<file path="src/tpved_pkg.sv">
// Shared constants, codes and types of the three-phase voltage event detector.
package tpved_pkg;

   localparam int NUM_PHASES = 3;
   localparam int NUM_SLOTS  = 2 * NUM_PHASES + 1;

   localparam int COND_W = 3;
   localparam int VOLT_W = 16;
   localparam int CODE_W = 4;
   localparam int IMB_W  = 16;

   // Request packing: conditions first, then voltages, then imbalance.
   localparam int REQ_VOLT_OFS = NUM_PHASES * COND_W;
   localparam int REQ_IMB_OFS  = REQ_VOLT_OFS + NUM_PHASES * VOLT_W;
   localparam int REQ_USED_W   = REQ_IMB_OFS + IMB_W;
   localparam int REQ_TDATA_W  = ((REQ_USED_W + 7) / 8) * 8;
   localparam int REQ_TUSER_W  = 2;
   localparam int RSP_USED_W   = CODE_W + VOLT_W;
   localparam int RSP_TDATA_W  = ((RSP_USED_W + 7) / 8) * 8;
   localparam int RSP_PAD_W    = RSP_TDATA_W - RSP_USED_W;

   localparam logic [IMB_W-1:0] IMB_LIMIT_RESET = 16'd500;

   // Phase condition codes
   localparam logic [COND_W-1:0] COND_UNKNOWN = 3'd0;
   localparam logic [COND_W-1:0] COND_LOST    = 3'd2;
   localparam logic [COND_W-1:0] COND_UNDER   = 3'd3;
   localparam logic [COND_W-1:0] COND_OVER    = 3'd4;

   // Event codes
   localparam logic [CODE_W-1:0] EV_LOST_BASE     = 4'd0;
   localparam logic [CODE_W-1:0] EV_RESTORED_BASE = 4'd3;
   localparam logic [CODE_W-1:0] EV_UNDER         = 4'd6;
   localparam logic [CODE_W-1:0] EV_UNDER_CLR     = 4'd7;
   localparam logic [CODE_W-1:0] EV_OVER          = 4'd8;
   localparam logic [CODE_W-1:0] EV_OVER_CLR      = 4'd9;
   localparam logic [CODE_W-1:0] EV_IMB           = 4'd10;
   localparam logic [CODE_W-1:0] EV_IMB_CLR       = 4'd11;

   typedef struct packed {
      logic [CODE_W-1:0] code;
      logic [VOLT_W-1:0] value;
   } event_type;

   // Up to two ordered events of one phase; vld[0] marks the first.
   typedef struct packed {
      logic [1:0]      vld;
      event_type [1:0] ev;
   } phase_ev_type;

endpackage

</file>
<file path="src/three_phase_voltage_event_detector.sv">
// Top level of the three-phase voltage event detector.
//
// Usage
//   req_ channel: one three-phase snapshot per transaction. A snapshot with
//   reading_valid low is taken and dropped without events or state change.
//   rsp_ channel: the events of a snapshot, one per transaction, phases in
//   order A, B, C and then the imbalance event; rsp_tlast marks the final
//   event of a snapshot. A snapshot that causes no event produces nothing.
//   csr_ port: writes imbalance_limit; always ready. Write it only while
//   the block is idle.
// Event flow
//   The first event of a snapshot appears after the input register and the
//   event list. A snapshot yields up to seven events; the single event list
//   drains one event per cycle while rsp_tready is high.
// Reset
//   Synchronous reset empties both stages, forgets every phase condition
//   (unknown), clears the imbalance flag and sets the limit to 500.
// Stalls
//   When rsp_tready is low the current event holds; one further snapshot
//   waits in the input register, after which req_tready drops.
module three_phase_voltage_event_detector
   import tpved_pkg::*;
(
   input  logic                   clock,
   input  logic                   reset,
   // cond_a[2:0], cond_b[5:3], cond_c[8:6], volt_a[24:9], volt_b[40:25],
   // volt_c[56:41], imbalance_value[72:57], zero fill [79:73]
   input  logic [REQ_TDATA_W-1:0] req_tdata,
   // reading_valid[0], imbalance_known[1]
   input  logic [REQ_TUSER_W-1:0] req_tuser,
   input  logic                   req_tvalid,
   output logic                   req_tready,
   // event_code[3:0], event_value[19:4], zero fill [23:20]
   output logic [RSP_TDATA_W-1:0] rsp_tdata,
   output logic                   rsp_tlast,
   output logic                   rsp_tvalid,
   input  logic                   rsp_tready,
   input  logic [IMB_W-1:0]       csr_data,
   input  logic                   csr_valid,
   output logic                   csr_ready
);

   // Input register
   logic                   in_valid_ff, in_valid_in;
   logic [REQ_TDATA_W-1:0] in_data_ff, in_data_in;
   logic [REQ_TUSER_W-1:0] in_user_ff, in_user_in;

   // Event list: fixed slots, two per phase and one for imbalance
   logic [NUM_SLOTS-1:0]   pend_ff, pend_in;
   event_type              slot_ff [NUM_SLOTS];
   event_type              slot_in [NUM_SLOTS];

   // Detector state and limit register
   logic [COND_W-1:0]      prior_ff [NUM_PHASES];
   logic [COND_W-1:0]      prior_in [NUM_PHASES];
   logic                   imb_flag_ff, imb_flag_in;
   logic [IMB_W-1:0]       limit_ff, limit_in;

   logic [NUM_SLOTS-1:0]   pop_onehot;
   logic [NUM_SLOTS-1:0]   pend_left;
   logic [NUM_SLOTS-1:0]   new_pend;
   logic                   pop;
   logic                   load;
   logic                   commit;
   logic                   req_acc;
   logic                   rd_valid;
   logic                   imb_known;
   logic [IMB_W-1:0]       imb_raw;
   logic [IMB_W-1:0]       imb_val;
   logic                   now_imb;
   logic                   imb_evt;
   event_type              imb_ev;
   event_type              rsp_ev;
   logic [COND_W-1:0]      cond_after [NUM_PHASES];
   logic [VOLT_W-1:0]      volt [NUM_PHASES];
   phase_ev_type           ph_ev [NUM_PHASES];

   // Drain: the lowest pending slot is the next event
   assign pop_onehot = pend_ff & (~pend_ff + 1'b1);
   assign rsp_tvalid = |pend_ff;
   assign rsp_tlast  = (pend_ff == pop_onehot);
   assign pop        = rsp_tvalid && rsp_tready;
   assign pend_left  = pop ? (pend_ff & ~pop_onehot) : pend_ff;

   // Advance the held snapshot into the list once the list empties
   assign load       = in_valid_ff && (pend_left == '0);
   assign req_tready = !in_valid_ff || load;
   assign req_acc    = req_tvalid && req_tready;
   assign csr_ready  = 1'b1;

   always_comb begin
      rsp_ev = '0;
      for (int i = 0; i < NUM_SLOTS; i++) begin
         if (pop_onehot[i]) begin
            rsp_ev = rsp_ev | slot_ff[i];
         end
      end
   end

   assign rsp_tdata = {{RSP_PAD_W{1'b0}}, rsp_ev.value, rsp_ev.code};

   // Unpack the held snapshot
   assign rd_valid  = in_user_ff[0];
   assign imb_known = in_user_ff[1];
   assign imb_raw   = in_data_ff[REQ_IMB_OFS +: IMB_W];

   for (genvar p = 0; p < NUM_PHASES; p++) begin : g_phase
      assign cond_after[p] = in_data_ff[COND_W * p +: COND_W];
      assign volt[p]       = in_data_ff[REQ_VOLT_OFS + VOLT_W * p +: VOLT_W];

      tpved_phase_events u_phase (
         .cond_before (prior_ff[p]),
         .cond_after  (cond_after[p]),
         .volt        (volt[p]),
         .phase_index (2'(p)),
         .phase_ev    (ph_ev[p])
      );
   end

   // An imbalance that is not a number counts as balanced, value zero
   assign imb_val = imb_known ? imb_raw : '0;
   assign now_imb = imb_known && (imb_raw > limit_ff);
   assign imb_evt = (now_imb != imb_flag_ff);
   assign imb_ev  = '{code: (now_imb ? EV_IMB : EV_IMB_CLR), value: imb_val};
   assign commit  = load && rd_valid;

   always_comb begin
      new_pend = '0;
      for (int p = 0; p < NUM_PHASES; p++) begin
         new_pend[2 * p +: 2] = ph_ev[p].vld;
      end
      new_pend[NUM_SLOTS-1] = imb_evt;
   end

   always_comb begin
      in_valid_in = in_valid_ff;
      if (req_acc) begin
         in_valid_in = 1'b1;
      end else if (load) begin
         in_valid_in = 1'b0;
      end
      in_data_in = req_acc ? req_tdata : in_data_ff;
      in_user_in = req_acc ? req_tuser : in_user_ff;

      pend_in = load ? (rd_valid ? new_pend : '0) : pend_left;
      for (int p = 0; p < NUM_PHASES; p++) begin
         slot_in[2 * p]     = load ? ph_ev[p].ev[0] : slot_ff[2 * p];
         slot_in[2 * p + 1] = load ? ph_ev[p].ev[1] : slot_ff[2 * p + 1];
         prior_in[p]        = commit ? cond_after[p] : prior_ff[p];
      end
      slot_in[NUM_SLOTS-1] = load ? imb_ev : slot_ff[NUM_SLOTS-1];
      imb_flag_in = commit ? now_imb : imb_flag_ff;
      limit_in    = (csr_valid && csr_ready) ? csr_data : limit_ff;
   end

   always_ff @(posedge clock) begin
      if (reset) begin
         in_valid_ff <= 1'b0;
         pend_ff     <= '0;
         imb_flag_ff <= 1'b0;
         limit_ff    <= IMB_LIMIT_RESET;
         for (int p = 0; p < NUM_PHASES; p++) begin
            prior_ff[p] <= COND_UNKNOWN;
         end
      end else begin
         in_valid_ff <= in_valid_in;
         pend_ff     <= pend_in;
         imb_flag_ff <= imb_flag_in;
         limit_ff    <= limit_in;
         for (int p = 0; p < NUM_PHASES; p++) begin
            prior_ff[p] <= prior_in[p];
         end
      end
   end

   // Payload: no reset
   always_ff @(posedge clock) begin
      in_data_ff <= in_data_in;
      in_user_ff <= in_user_in;
      for (int i = 0; i < NUM_SLOTS; i++) begin
         slot_ff[i] <= slot_in[i];
      end
   end

endmodule

</file>
<file path="src/tpved_phase_events.sv">
// Event decode of one phase: leave and entry events in emission order.
module tpved_phase_events
   import tpved_pkg::*;
(
   input  logic [COND_W-1:0] cond_before,
   input  logic [COND_W-1:0] cond_after,
   input  logic [VOLT_W-1:0] volt,
   input  logic [1:0]        phase_index,
   output phase_ev_type      phase_ev
);

   logic              changed;
   logic              from_unknown;
   logic              leave_vld;
   logic              enter_vld;
   logic [2:0]        leave_rank;
   logic [2:0]        enter_rank;
   logic [CODE_W-1:0] leave_code;
   logic [CODE_W-1:0] enter_code;
   logic              leave_first;
   event_type         leave_ev;
   event_type         enter_ev;

   assign changed      = (cond_before != cond_after);
   assign from_unknown = (cond_before == COND_UNKNOWN);

   // Rank follows the emission order: restored, lost, under cleared,
   // under, over cleared, over.
   always_comb begin
      leave_vld  = 1'b0;
      leave_rank = 3'd0;
      leave_code = EV_UNDER_CLR;
      unique case (cond_before)
         COND_LOST: begin
            leave_vld  = 1'b1;
            leave_rank = 3'd0;
            leave_code = EV_RESTORED_BASE + {2'b00, phase_index};
         end
         COND_UNDER: begin
            leave_vld  = 1'b1;
            leave_rank = 3'd2;
            leave_code = EV_UNDER_CLR;
         end
         COND_OVER: begin
            leave_vld  = 1'b1;
            leave_rank = 3'd4;
            leave_code = EV_OVER_CLR;
         end
         default: begin
         end
      endcase
      leave_vld = leave_vld && changed && !from_unknown;
   end

   always_comb begin
      enter_vld  = 1'b0;
      enter_rank = 3'd1;
      enter_code = EV_UNDER;
      unique case (cond_after)
         COND_LOST: begin
            enter_vld  = 1'b1;
            enter_rank = 3'd1;
            enter_code = EV_LOST_BASE + {2'b00, phase_index};
         end
         COND_UNDER: begin
            enter_vld  = 1'b1;
            enter_rank = 3'd3;
            enter_code = EV_UNDER;
         end
         COND_OVER: begin
            enter_vld  = 1'b1;
            enter_rank = 3'd5;
            enter_code = EV_OVER;
         end
         default: begin
         end
      endcase
      enter_vld = enter_vld && changed;
   end

   assign leave_ev    = '{code: leave_code, value: volt};
   assign enter_ev    = '{code: enter_code, value: volt};
   assign leave_first = leave_vld && (!enter_vld || (leave_rank < enter_rank));

   always_comb begin
      phase_ev.vld = {leave_vld && enter_vld, leave_vld || enter_vld};
      if (leave_first) begin
         phase_ev.ev[0] = leave_ev;
         phase_ev.ev[1] = enter_ev;
      end else begin
         phase_ev.ev[0] = enter_ev;
         phase_ev.ev[1] = leave_ev;
      end
   end

endmodule

</file>
<file path="config.mk">
export PLATFORM = sky130hd
export DESIGN_NAME = three_phase_voltage_event_detector
export DESIGN_NICKNAME = d
export VERILOG_FILES = /design/src/tpved_pkg.sv /design/src/three_phase_voltage_event_detector.sv /design/src/tpved_phase_events.sv
export SDC_FILE = /design/constraint.sdc
export NUM_CORES = 1
export LEC_CHECK = 0
export ABC_CLOCK_PERIOD_IN_PS = 23800
export BUFFER_PORTS_ARGS = -buffer_cell sky130_fd_sc_hd__buf_2
export CAP_MARGIN = 25
export CELL_PAD_IN_SITES_DETAIL_PLACEMENT = 0
export CELL_PAD_IN_SITES_GLOBAL_PLACEMENT = 2
export CORE_UTILIZATION = 41
export DETAILED_ROUTE_END_ITERATION = 10
export PLACE_DENSITY_LB_ADDON = 0.3
export SLEW_MARGIN = 30
export SYNTH_ARGS = -nofsm -noshare
export SYNTH_HDL_FRONTEND = slang
export SYNTH_SLANG_ARGS = --single-unit
</file>
<file path="constraint.sdc">
create_clock -name clock -period 23.8 [get_ports clock]
set_clock_uncertainty 0.15 [all_clocks]
set_input_delay 1.19 -clock clock [delete_from_list [all_inputs] [get_ports clock]]
set_output_delay 1.19 -clock clock [all_outputs]
set_load 0.05 [all_outputs]
</file>
# --- Word-level counts from Yosys, hierarchy flattened ---
# Memories as Yosys holds them, arrays and structs flattened.
# Index checks and enable logic that the tools add are counted.
word_totals:
  regBits: 100
  latchBits: 0
  mem_bits_rw: 149
  rom_bits: 0
  input_bits: 103
  output_inout_bits: 28
  wordCells: 146
  memories: 2
memory_table:
  columns: ["memory", "depth", "width", "read_ports", "rd_ports_with_merged_regs", "wr", "line_no", "text"]
  rows:
  - ["slot_ff", 7, 20, 7, 0, 7, "three_phase_voltage_event_detector.sv:50", "event_type slot_ff [NUM_SLOTS];"]
  - ["prior_ff", 3, 3, 3, 0, 3, "three_phase_voltage_event_detector.sv:54", "logic [COND_W-1:0] prior_ff [NUM_PHASES];"]
classes:
  n_addsub: 1
  mul: 0
  div: 0
  n_lt_le_gt_ge: 4
  eq_ne: 23
  shifts: 0
  mux: 51
  n_bitwise: 13
  n_reduce_logical: 46
ops:
  columns: ["op", "n"]
  rows:
  - ["2-to-1 mux 20 bit", 14]
  - ["2-to-1 mux 40 bit", 3]
  - ["bitwise OR 20 bit", 6]
  - ["case mux 4 bit (2 select lines)", 6]
  - ["equality test 3 x 2 -> 1 bit (second input constant)", 12]
  - ["case mux 3 bit (2 select lines)", 6]
  - ["2-to-1 mux 7 bit", 3]
  - ["logical AND 1 bit", 20]
  - ["equality test 3 bit (second input constant)", 6]
  - ["2-to-1 mux 3 bit", 6]
  - ["OR reduction 3 bit", 6]
  - ["greater-than comparator 16 bit", 1]
  - ["2-to-1 mux 16 bit", 1]
  - ["AND 7 bit", 2]
  - ["inverter 7 bit", 2]
  - ["2-to-1 mux 1 bit", 12]
  - ["zero test 3 bit", 3]
  - ["< comparator 3 bit", 3]
  - ["!= test 3 bit", 3]
  - ["adder 7 x 1 -> 7 bit (second input constant)", 1]
  - ["equality test 7 bit", 1]
  - ["zero test 1 bit", 7]
  - ["zero test 7 bit", 1]
  - ["logical OR 1 bit", 7]
  - ["4 further kinds", 6]

# --- Logic depth before layout (Yosys ltp) ---
# Gate-level depths: netlist of the first run.
depth:
  ltp_word: 16
  ltp_mapped: 10
  ltp_nobuf: 10

# --- Modules after synthesis ---
# A second synthesis of the first run with hierarchy kept.
hier_totals:
  cells_unflattened: 823
  hier_area_um2: 10990.5
by_module_without_submodules:
  columns: ["mod", "n_inst", "cells_each", "area_per_inst_um2", "seq_area_each_um2"]
  rows:
  - ["three_phase_voltage_event_detector", 1, 562, 9078.7, 7046.8]
  - ["tpved_phase_events at g_phase[0].u_phase ...", 2, 87, 639.4, 0.0]
  - ["tpved_phase_events at g_phase[2].u_phase", 1, 87, 633.1, 0.0]

# --- Worst setup path before layout of the first run ---
# Ideal clock, no wire load.
synth_timing:
  path_type: "in2reg"
  start: "input port rsp_tready"
  end: "memory slot_ff[0][16] in the netlist's numbering, enable pin"
  setup_ns: 0.663
  t_arrival_ns: 8.130
  t_required_ns: 22.987
  slack_ns: 14.857
  stages: 4
  n_path_buf: 0
  path_cell_list: "inv_1 -> a2111oi_4 -> nor3_2 -> nor3b_1"
synth_lines:
  columns: ["element", "line_no", "text"]
  rows:
  - ["from (decl)", "three_phase_voltage_event_detector.sv:37", "input logic rsp_tready,"]
  - ["to (decl)", "three_phase_voltage_event_detector.sv:50", null]

# --- Final worst setup path of the first run ---
layout_timing:
  start: "register pend_ff[0]"
  end: "output port rsp_tdata[15]"
layout_between:
  elab_chain_len: 16
layout_rtl:
  columns: ["element", "line_no", "text"]
  rows:
  - ["from (decl)", "three_phase_voltage_event_detector.sv:49", "logic [NUM_SLOTS-1:0] pend_ff, pend_in;"]
  - ["from (signal assigned)", "three_phase_voltage_event_detector.sv:167", "pend_ff <= pend_in;"]
  - ["inverter 7 bit", "three_phase_voltage_event_detector.sv:79", "assign pop_onehot = pend_ff & (~pend_ff + 1'b1);"]
  - ["adder 7 x 1 -> 7 bit", "three_phase_voltage_event_detector.sv:79", null]
  - ["AND 7 bit (*)", "three_phase_voltage_event_detector.sv:79", null]
  - ["2-to-1 mux 20 bit", "three_phase_voltage_event_detector.sv:94", "if (pop_onehot[i]) begin"]
  - ["bitwise OR 20 bit", "three_phase_voltage_event_detector.sv:95", "rsp_ev = rsp_ev | slot_ff[i];"]
  - ["2-to-1 mux 20 bit", "three_phase_voltage_event_detector.sv:94", null]
  - ["bitwise OR 20 bit", "three_phase_voltage_event_detector.sv:95", null]
  - ["2-to-1 mux 20 bit", "three_phase_voltage_event_detector.sv:94", null]
  - ["bitwise OR 20 bit", "three_phase_voltage_event_detector.sv:95", null]
  - ["2-to-1 mux 20 bit", "three_phase_voltage_event_detector.sv:94", null]
  - ["bitwise OR 20 bit", "three_phase_voltage_event_detector.sv:95", null]
  - ["2-to-1 mux 20 bit", "three_phase_voltage_event_detector.sv:94", null]
  - ["bitwise OR 20 bit", "three_phase_voltage_event_detector.sv:95", null]
  - ["2-to-1 mux 20 bit", "three_phase_voltage_event_detector.sv:94", null]
  - ["bitwise OR 20 bit", "three_phase_voltage_event_detector.sv:95", null]
  - ["2-to-1 mux 20 bit (*)", "three_phase_voltage_event_detector.sv:94", null]
  - ["to (decl)", "three_phase_voltage_event_detector.sv:34", "output logic [RSP_TDATA_W-1:0] rsp_tdata,"]
# Mark *: on every way between the ends. The rest lies on a longest branch, timed or not.

==> results of run 1 <==
power by group through the flow:
stage	clock [mW]	sequential [mW]	combinational, mW
after floorplan	0	0.409	0.0431
after global placement	0	0.410	0.0594
after detailed placement	0	0.411	0.0609
after CTS	0.295	0.403	0.0614
after global routing	0.307	0.405	0.0678
final	0.287	0.403	0.0612
worst register-to-register path: stages (launching register included):
cell,delay (ps)
edfxtp_1,430
nand2b_1,190
nor2_1,350
inv_1,130
ha_1,290
nand2_1,70
nor2_1,50
o21ai_0,140
a21oi_1,90
a211oi_2,640
mux2_2,410
area by class of cell:
cell class                 instances  share of cell area [%]
sequential                       198                    58.1
multi-input combinational        361                    24.3
timing repair buffer             122                    6.72
clock buffer                      17                    4.41
tap                              265                    3.44
clock inverter                    15                    1.80
inverter                          29                    1.13
cells in the mapped netlist, types with 2 or more instances:
cell type | instances | area, sq um
inv_1 | 29 | 109
a221o_1 | 2 | 20.0
mux2i_1 | 30 | 300
buf_2 | 2 | 10.0
nor2b_1 | 12 | 75.1
edfxtp_1 | 164 | 4920
o22ai_1 | 4 | 25.0
a222oi_1 | 16 | 160
a2bb2oi_1 | 2 | 17.5
conb_1 | 2 | 7.51
and2_1 | 17 | 106
and3_1 | 2 | 12.5
nand3_1 | 5 | 25.0
nand2b_1 | 16 | 100
a22oi_1 | 5 | 37.5
a221oi_1 | 2 | 17.5
xnor2_1 | 2 | 17.5
clkbuf_1 | 21 | 78.8
nor3_1 | 6 | 30.0
nor3_2 | 2 | 20.0
ha_1 | 19 | 238
nor2_1 | 47 | 176
nand4_1 | 3 | 18.8
a21oi_1 | 34 | 170
o21a_1 | 2 | 15.0
nand2_1 | 64 | 240
o21ai_1 | 4 | 20.0
buf_4 | 5 | 37.5
o21ai_0 | 22 | 110
a32oi_1 | 3 | 26.3
a31oi_1 | 4 | 25.0
mux2_2 | 4 | 45.0
dfxtp_1 | 34 | 681
o21bai_1 | 2 | 15.0
o211ai_1 | 7 | 52.6
state kept, by name, indices dropped and copies added (netlist names):
signal,flops
slot_ff,89
in_data_ff,73
limit_ff,16
prior_ff,9
pend_ff,7
in_user_ff,2
imb_flag_ff,1
in_valid_ff,1
routing by layer:
| layer | routed length [um] | part of all wire, % |
|---|---|---|
| met5 | 0 | 0 |
| met4 | 112 | 0.66 |
| met3 | 805 | 4.8 |
| met2 | 7840 | 46 |
| met1 | 8140 | 48 |
placed cells by master (no fill, tap or decap), types with 17 or more instances in the layout:
cell type  count
edfxtp_1     164
buf_2        118
nand2_1       64
nor2_1        44
a21oi_1       34
dfxtp_1       34
mux2i_1       30
inv_1         29
o21ai_0       22
ha_1          19
clkbuf_16     17
final timing paths:
kind                                          startpoint                  endpoint  slack [ps]
worst max-delay path               pend_ff[0]$_SDFF_PP0_             rsp_tdata[15]       19500
worst min-delay path            in_data_ff[28]$_DFFE_PP_   slot_ff[2][3]$_DFFE_PN_         270
worst max register to register   in_data_ff[7]$_DFFE_PP_  slot_ff[5][19]$_DFFE_PN_       20620
worst min register to register  in_data_ff[28]$_DFFE_PP_   slot_ff[2][3]$_DFFE_PN_         270
cell families after synthesis:
group / count (synthesis)
DFF: 198
and+or+nand+nor: 182
AOI/OAI and AO/OA: 118
buffers and inverters: 60
muxes: 34
adders and majority gates: 19
xor gates and xnor gates: 3
other: 2
through the flow:
step           worst slack, ps  cells  power [mW]  hold slack [ps]  cell area, sq um
6_report                 19500   1007       0.751              269              9640
5_1_grt                  19180   1007       0.779              273              9640
4_1_cts                  19430   1006       0.759              270              9610
3_5_place_dp             19850    974       0.472              255              9010
3_3_place_gp             19900    973       0.469              251              8990
2_1_floorplan            14860    619       0.452              250              8190
==> results_dict.tcl, run 1 <==
set metrics [dict create \
    status "completed" \
    portBuffers 118 \
    start_util_pct 41.9 \
    worstSetupPathDepth 6 \
    synth_xor_area_share_pct 0.321 \
    n_antenna_cell 0 \
    viasPerCell 5.02 \
    numClockSinks 198 \
    path_class "flop to output pin" \
    root_buffer "clkbuf_16" \
    cts.clk_slew.worst_paths_ps 80 \
    gp_congestion 0.746 \
    ys_seq_area_share_pct 68.6 \
    ir_drop_mv 0.0467 \
    drt-pass1-iter-count 5 \
    p_sw_share_pct 25.5 \
    area_growth_pct 17.9 \
    grt_util_met2_pct 26.7 \
    critical_path_buf_inv_count 1 \
    hp-class "flop to flop" \
    hold_violations 0 \
    grt_pass1_vias 4924 \
    cp_common_cell "nand2_1" \
    power.switching_mw 0.191 \
    ys_ff_latch 198 \
    synth_top_family_by_area "simple AND/OR/NAND/NOR gates" \
    grt_use_total_pct 16.8 \
    intPower_mw 0.560 \
    synthDistinctLibCells 56 \
    cts.path.max_buffers 2 \
    synth_compound_area_share_pct 9.95 \
    cts_tree "done" \
    utilization_pct 49.4 \
    crit_path_start_kind "flop" \
    grt_max_degree 76 \
    leakage_nw 3.72 \
    grt_most_used_layer "met2" \
    syn_inst 616 \
    fin_nets 851 \
    die-area_sq_um 20500 \
    cts_max_level 4 \
    pwr-share-comb_pct 8.2 \
    drv_slew 0 \
    drtIter0Drc 379 \
    wirelength_mm 16.9 \
    grtUsageMet1_pct 23.1 \
    gr-total-overflow 0 \
    fin_setup_tns_ps 0 \
    grt_pass1_wl_mm 25.8 \
    cts_buffers 17 \
    synth_fa_ha_area_share_pct 2.91 \
    power_density_nw_per_um2 77.9 \
    worstPathMaxFanout 18 \
    antenna_found_initial 0 \
    layout.area.seq_sq_um 5610 \
    die_height_um 143 \
    slew_headroom_pct 41.7 \
    cp.arrival_ps 2960 \
    fp-row-count 51 \
    rsz0062_at_grt "no" \
    yosys.area_share.simple_pct 10.7 \
    worstSkewPairLatency_ps 430 \
    boundaryPins 131 \
    cts_setup_buffers 0 \
    syn_area_sq_um 8180 \
    drc 0 \
    crit_path_cell_trace "nor4_2 > nand2_1 > nor2_2 > nand2_1 > nand2_1 > buf_2" \
    holdPathStages 0 \
    min_period_ps 4300 \
    slowest_delay_ps 700 \
    finalSetupViolCount 0 \
    holdBufCountCts 0 \
    syn_avg_cell_area_sq_um 13.3 \
    synth_edf_count 164 \
    reg2reg_depth 10 \
    synthMuxAreaShare_pct 4.22 \
    endpoint_kind "output pin" \
    worstMarginPinSlew_ps 873 \
    clkPwrFrac_pct 38.2 \
    post_cts_resized 0 \
    wl_per_cell_um 16.8 \
    grtUsageMet3_pct 4.12 \
    cp_slowest_cell "nor2_2" \
    fmax_mhz 232 \
    drt.antenna.violating_nets 0 \
    fillCellCount 1739 \
    drive_gt1_share_pct 23.0 \
    critical_path_required_ps 22460 \
    dp_hpwl_mm 11.3 \
    core-area_sq_um 19500 \
    drv_cap 0 \
    finalCritPeriodShare_pct 18.1 \
    p_seq_share_pct 53.6 \
    die_x_um 143 \
    cp_top_family "simple AND/OR/NAND/NOR gates" \
    vias 5053 \
    multiInputGateArea_sq_um 2350 \
    async_flop_share_pct 0 \
    yosys_warnings 0 \
    yosys_most_used_dff "edfxtp_1" \
]
(Power assumes the default switching activity.)
==> inputs of run 2 (changes only) <==
ABC_CLOCK_PERIOD_IN_PS = 3790   (was 23800)
CORE_UTILIZATION = 35   (was 41)
clock period = 3.79 ns   (was 23.8 ns; I/O delays follow)
==> results_dict.tcl, run 2 (synthesis results as in run 1) <==
set metrics [dict create \
    status "completed" \
    hold_violations 0 \
    finalSetupViolCount 0 \
    grt_max_degree 65 \
    endpoint_kind "output pin" \
    holdPathStages 2 \
    largest_reg_flops 89 \
    worstReg2RegEnd "slot_ff[5][19]$_DFFE_PN_" \
    path_class "flop to output pin" \
    fp-row-count 55 \
    slowest_delay_ps 570 \
    wl_per_cell_um 15.7 \
    cts_buffers 17 \
    core-area_sq_um 22800 \
    leakage_nw 4.16 \
    dp_hpwl_mm 12.0 \
    drc 0 \
    dp.cells 1029 \
    drive_gt1_share_pct 21.0 \
    hp-start "reset" \
    grt_use_total_pct 15.7 \
    viasPerCell 4.74 \
    grt_pass1_wl_mm 28.6 \
    cts_setup_buffers 0 \
    numClockSinks 198 \
    dpl_cell_area_sq_um 9150 \
    cp.arrival_ps 2550 \
    cts.path.max_buffers 2 \
    fin_setup_tns_ps 0 \
    cp_slowest_cell "nor4_2" \
    die-area_sq_um 24000 \
    post-route-cell-area_sq_um 10700 \
    power_density_nw_per_um2 455 \
    multiInputGateArea_sq_um 2340 \
    biggestRegsByFlops "slot_ff: 89 flops, in_data_ff: 73 flops, limit_ff: 16 flops" \
    boundaryPins 131 \
    mostFrequentLayoutCell "edfxtp_1" \
    cts.clk_slew.worst_paths_ps 80 \
    hp-class "input pin to flop" \
    root_buffer "clkbuf_16" \
    grt_pass1_vias 5502 \
    largest_register "slot_ff" \
    hold_path_end "pend_ff[3]$_SDFF_PP0_" \
    layout.area.seq_sq_um 5610 \
    crit_path_start_kind "flop" \
    slew_headroom_pct 52.7 \
    fmax_mhz 346 \
    drt.antenna.violating_nets 0 \
    whs_ps 125 \
    cts_tree "done" \
    ir_drop_mv 0.247 \
    worstSkewPairLatency_ps 440 \
    finalCritPeriodShare_pct 76.3 \
    wirelength_mm 18.2 \
    cts_max_level 4 \
    drv_slew 0 \
    worst-r2r-setup-slack_ps 920 \
    fin_ws_ps 898 \
    fillCellCount 2060 \
    n_antenna_cell 0 \
    worstPathMaxFanout 17 \
    crit_path_cell_trace "nor4_2 > nand2_1 > nor2_2 > buf_4 > nand2_1 > nand2_1 > buf_2" \
    critical_path_required_ps 3450 \
    reg2reg_depth 11 \
    die_x_um 155 \
    layout.cells.non_filler 1154 \
    dpl_worst_slack_ps 934 \
    rsz0062_at_grt "no" \
    start_util_pct 35.9 \
    drt-pass1-iter-count 7 \
    gp_congestion 0.752 \
    portBuffers 118 \
    fin_nets 950 \
    drtIter0Drc 349 \
    gr-total-overflow 0 \
    worstMarginPinSlew_ps 705 \
    area_growth_pct 31.0 \
    antenna_found_initial 0 \
    drv_cap 0 \
    r2r_start "in_data_ff[7]$_DFFE_PP_" \
    die_height_um 155 \
    vias 5466 \
    cp_common_cell "nand2_1" \
    min_period_ps 2890 \
    layout_common_cells "edfxtp_1 (164), buf_2 (118), dlygate4sd3_1 (93)" \
]
## run 2: per-stage QoR
stage                     util, %  total power [mW]
final                        47.0              4.87
after global placement       40.2              2.96
after floorplan                 -              2.83
after detailed placement     40.2              2.98
after CTS                    47.0              4.94
after global routing         47.0              5.07
## run 2: critical path, delay by kind of cell (launching register included)
kind	cells	cell delay, ps
buffers and inverters	2	520
AND/OR/NAND/NOR	5	1110
flip-flops	1	470
## run 2: layout make-up
cell class                 instances  share of cell area (%)
multi-input combinational        361                    21.8
clock inverter                    15                    1.95
sequential                       198                    52.3
inverter                          29                    1.02
clock buffer                      17                    3.97
timing repair buffer             221                    15.3
tap                              313                    3.66
## run 2: routing by layer
metal	track usage (%)	up-vias	part of all wire [%]
met5	0	-	0
met4	3.96	0	0.78
met3	3.39	11	4.0
met2	25.8	123	48
met1	21.0	2635	47
li1	-	2697	-
## run 2: repair_timing
action / CTS / global route
endpoints found under the hold margin: 93 / 0
resized for setup: 0 / 0
hold buffers: 93 / 0
## run 2: where the power goes
group          switching [mW]  total, mW  internal, mW
logic                   0.270      0.474         0.204
clock network           0.950       1.87         0.925
registers              0.0466       2.53          2.48
## run 2: worst max-delay path by stage
stage | startpoint | slack [ps] | to | cells past startpoint
finish | pend_ff[0]$_SDFF_PP0_ | 900 | rsp_tdata[15] | 7
global route | in_data_ff[7]$_DFFE_PP_ | 610 | slot_ff[5][19]$_DFFE_PN_ | 11
CTS | pend_ff[0]$_SDFF_PP0_ | 850 | rsp_tdata[15] | 6
detailed placement | in_data_ff[7]$_DFFE_PP_ | 930 | slot_ff[5][19]$_DFFE_PN_ | 11
global placement | in_data_ff[7]$_DFFE_PP_ | 990 | slot_ff[4][19]$_DFFE_PN_ | 11
floorplan | pend_ff[2]$_SDFF_PP0_ | -290 | slot_ff[0][16]$_DFFE_PN_ | 5
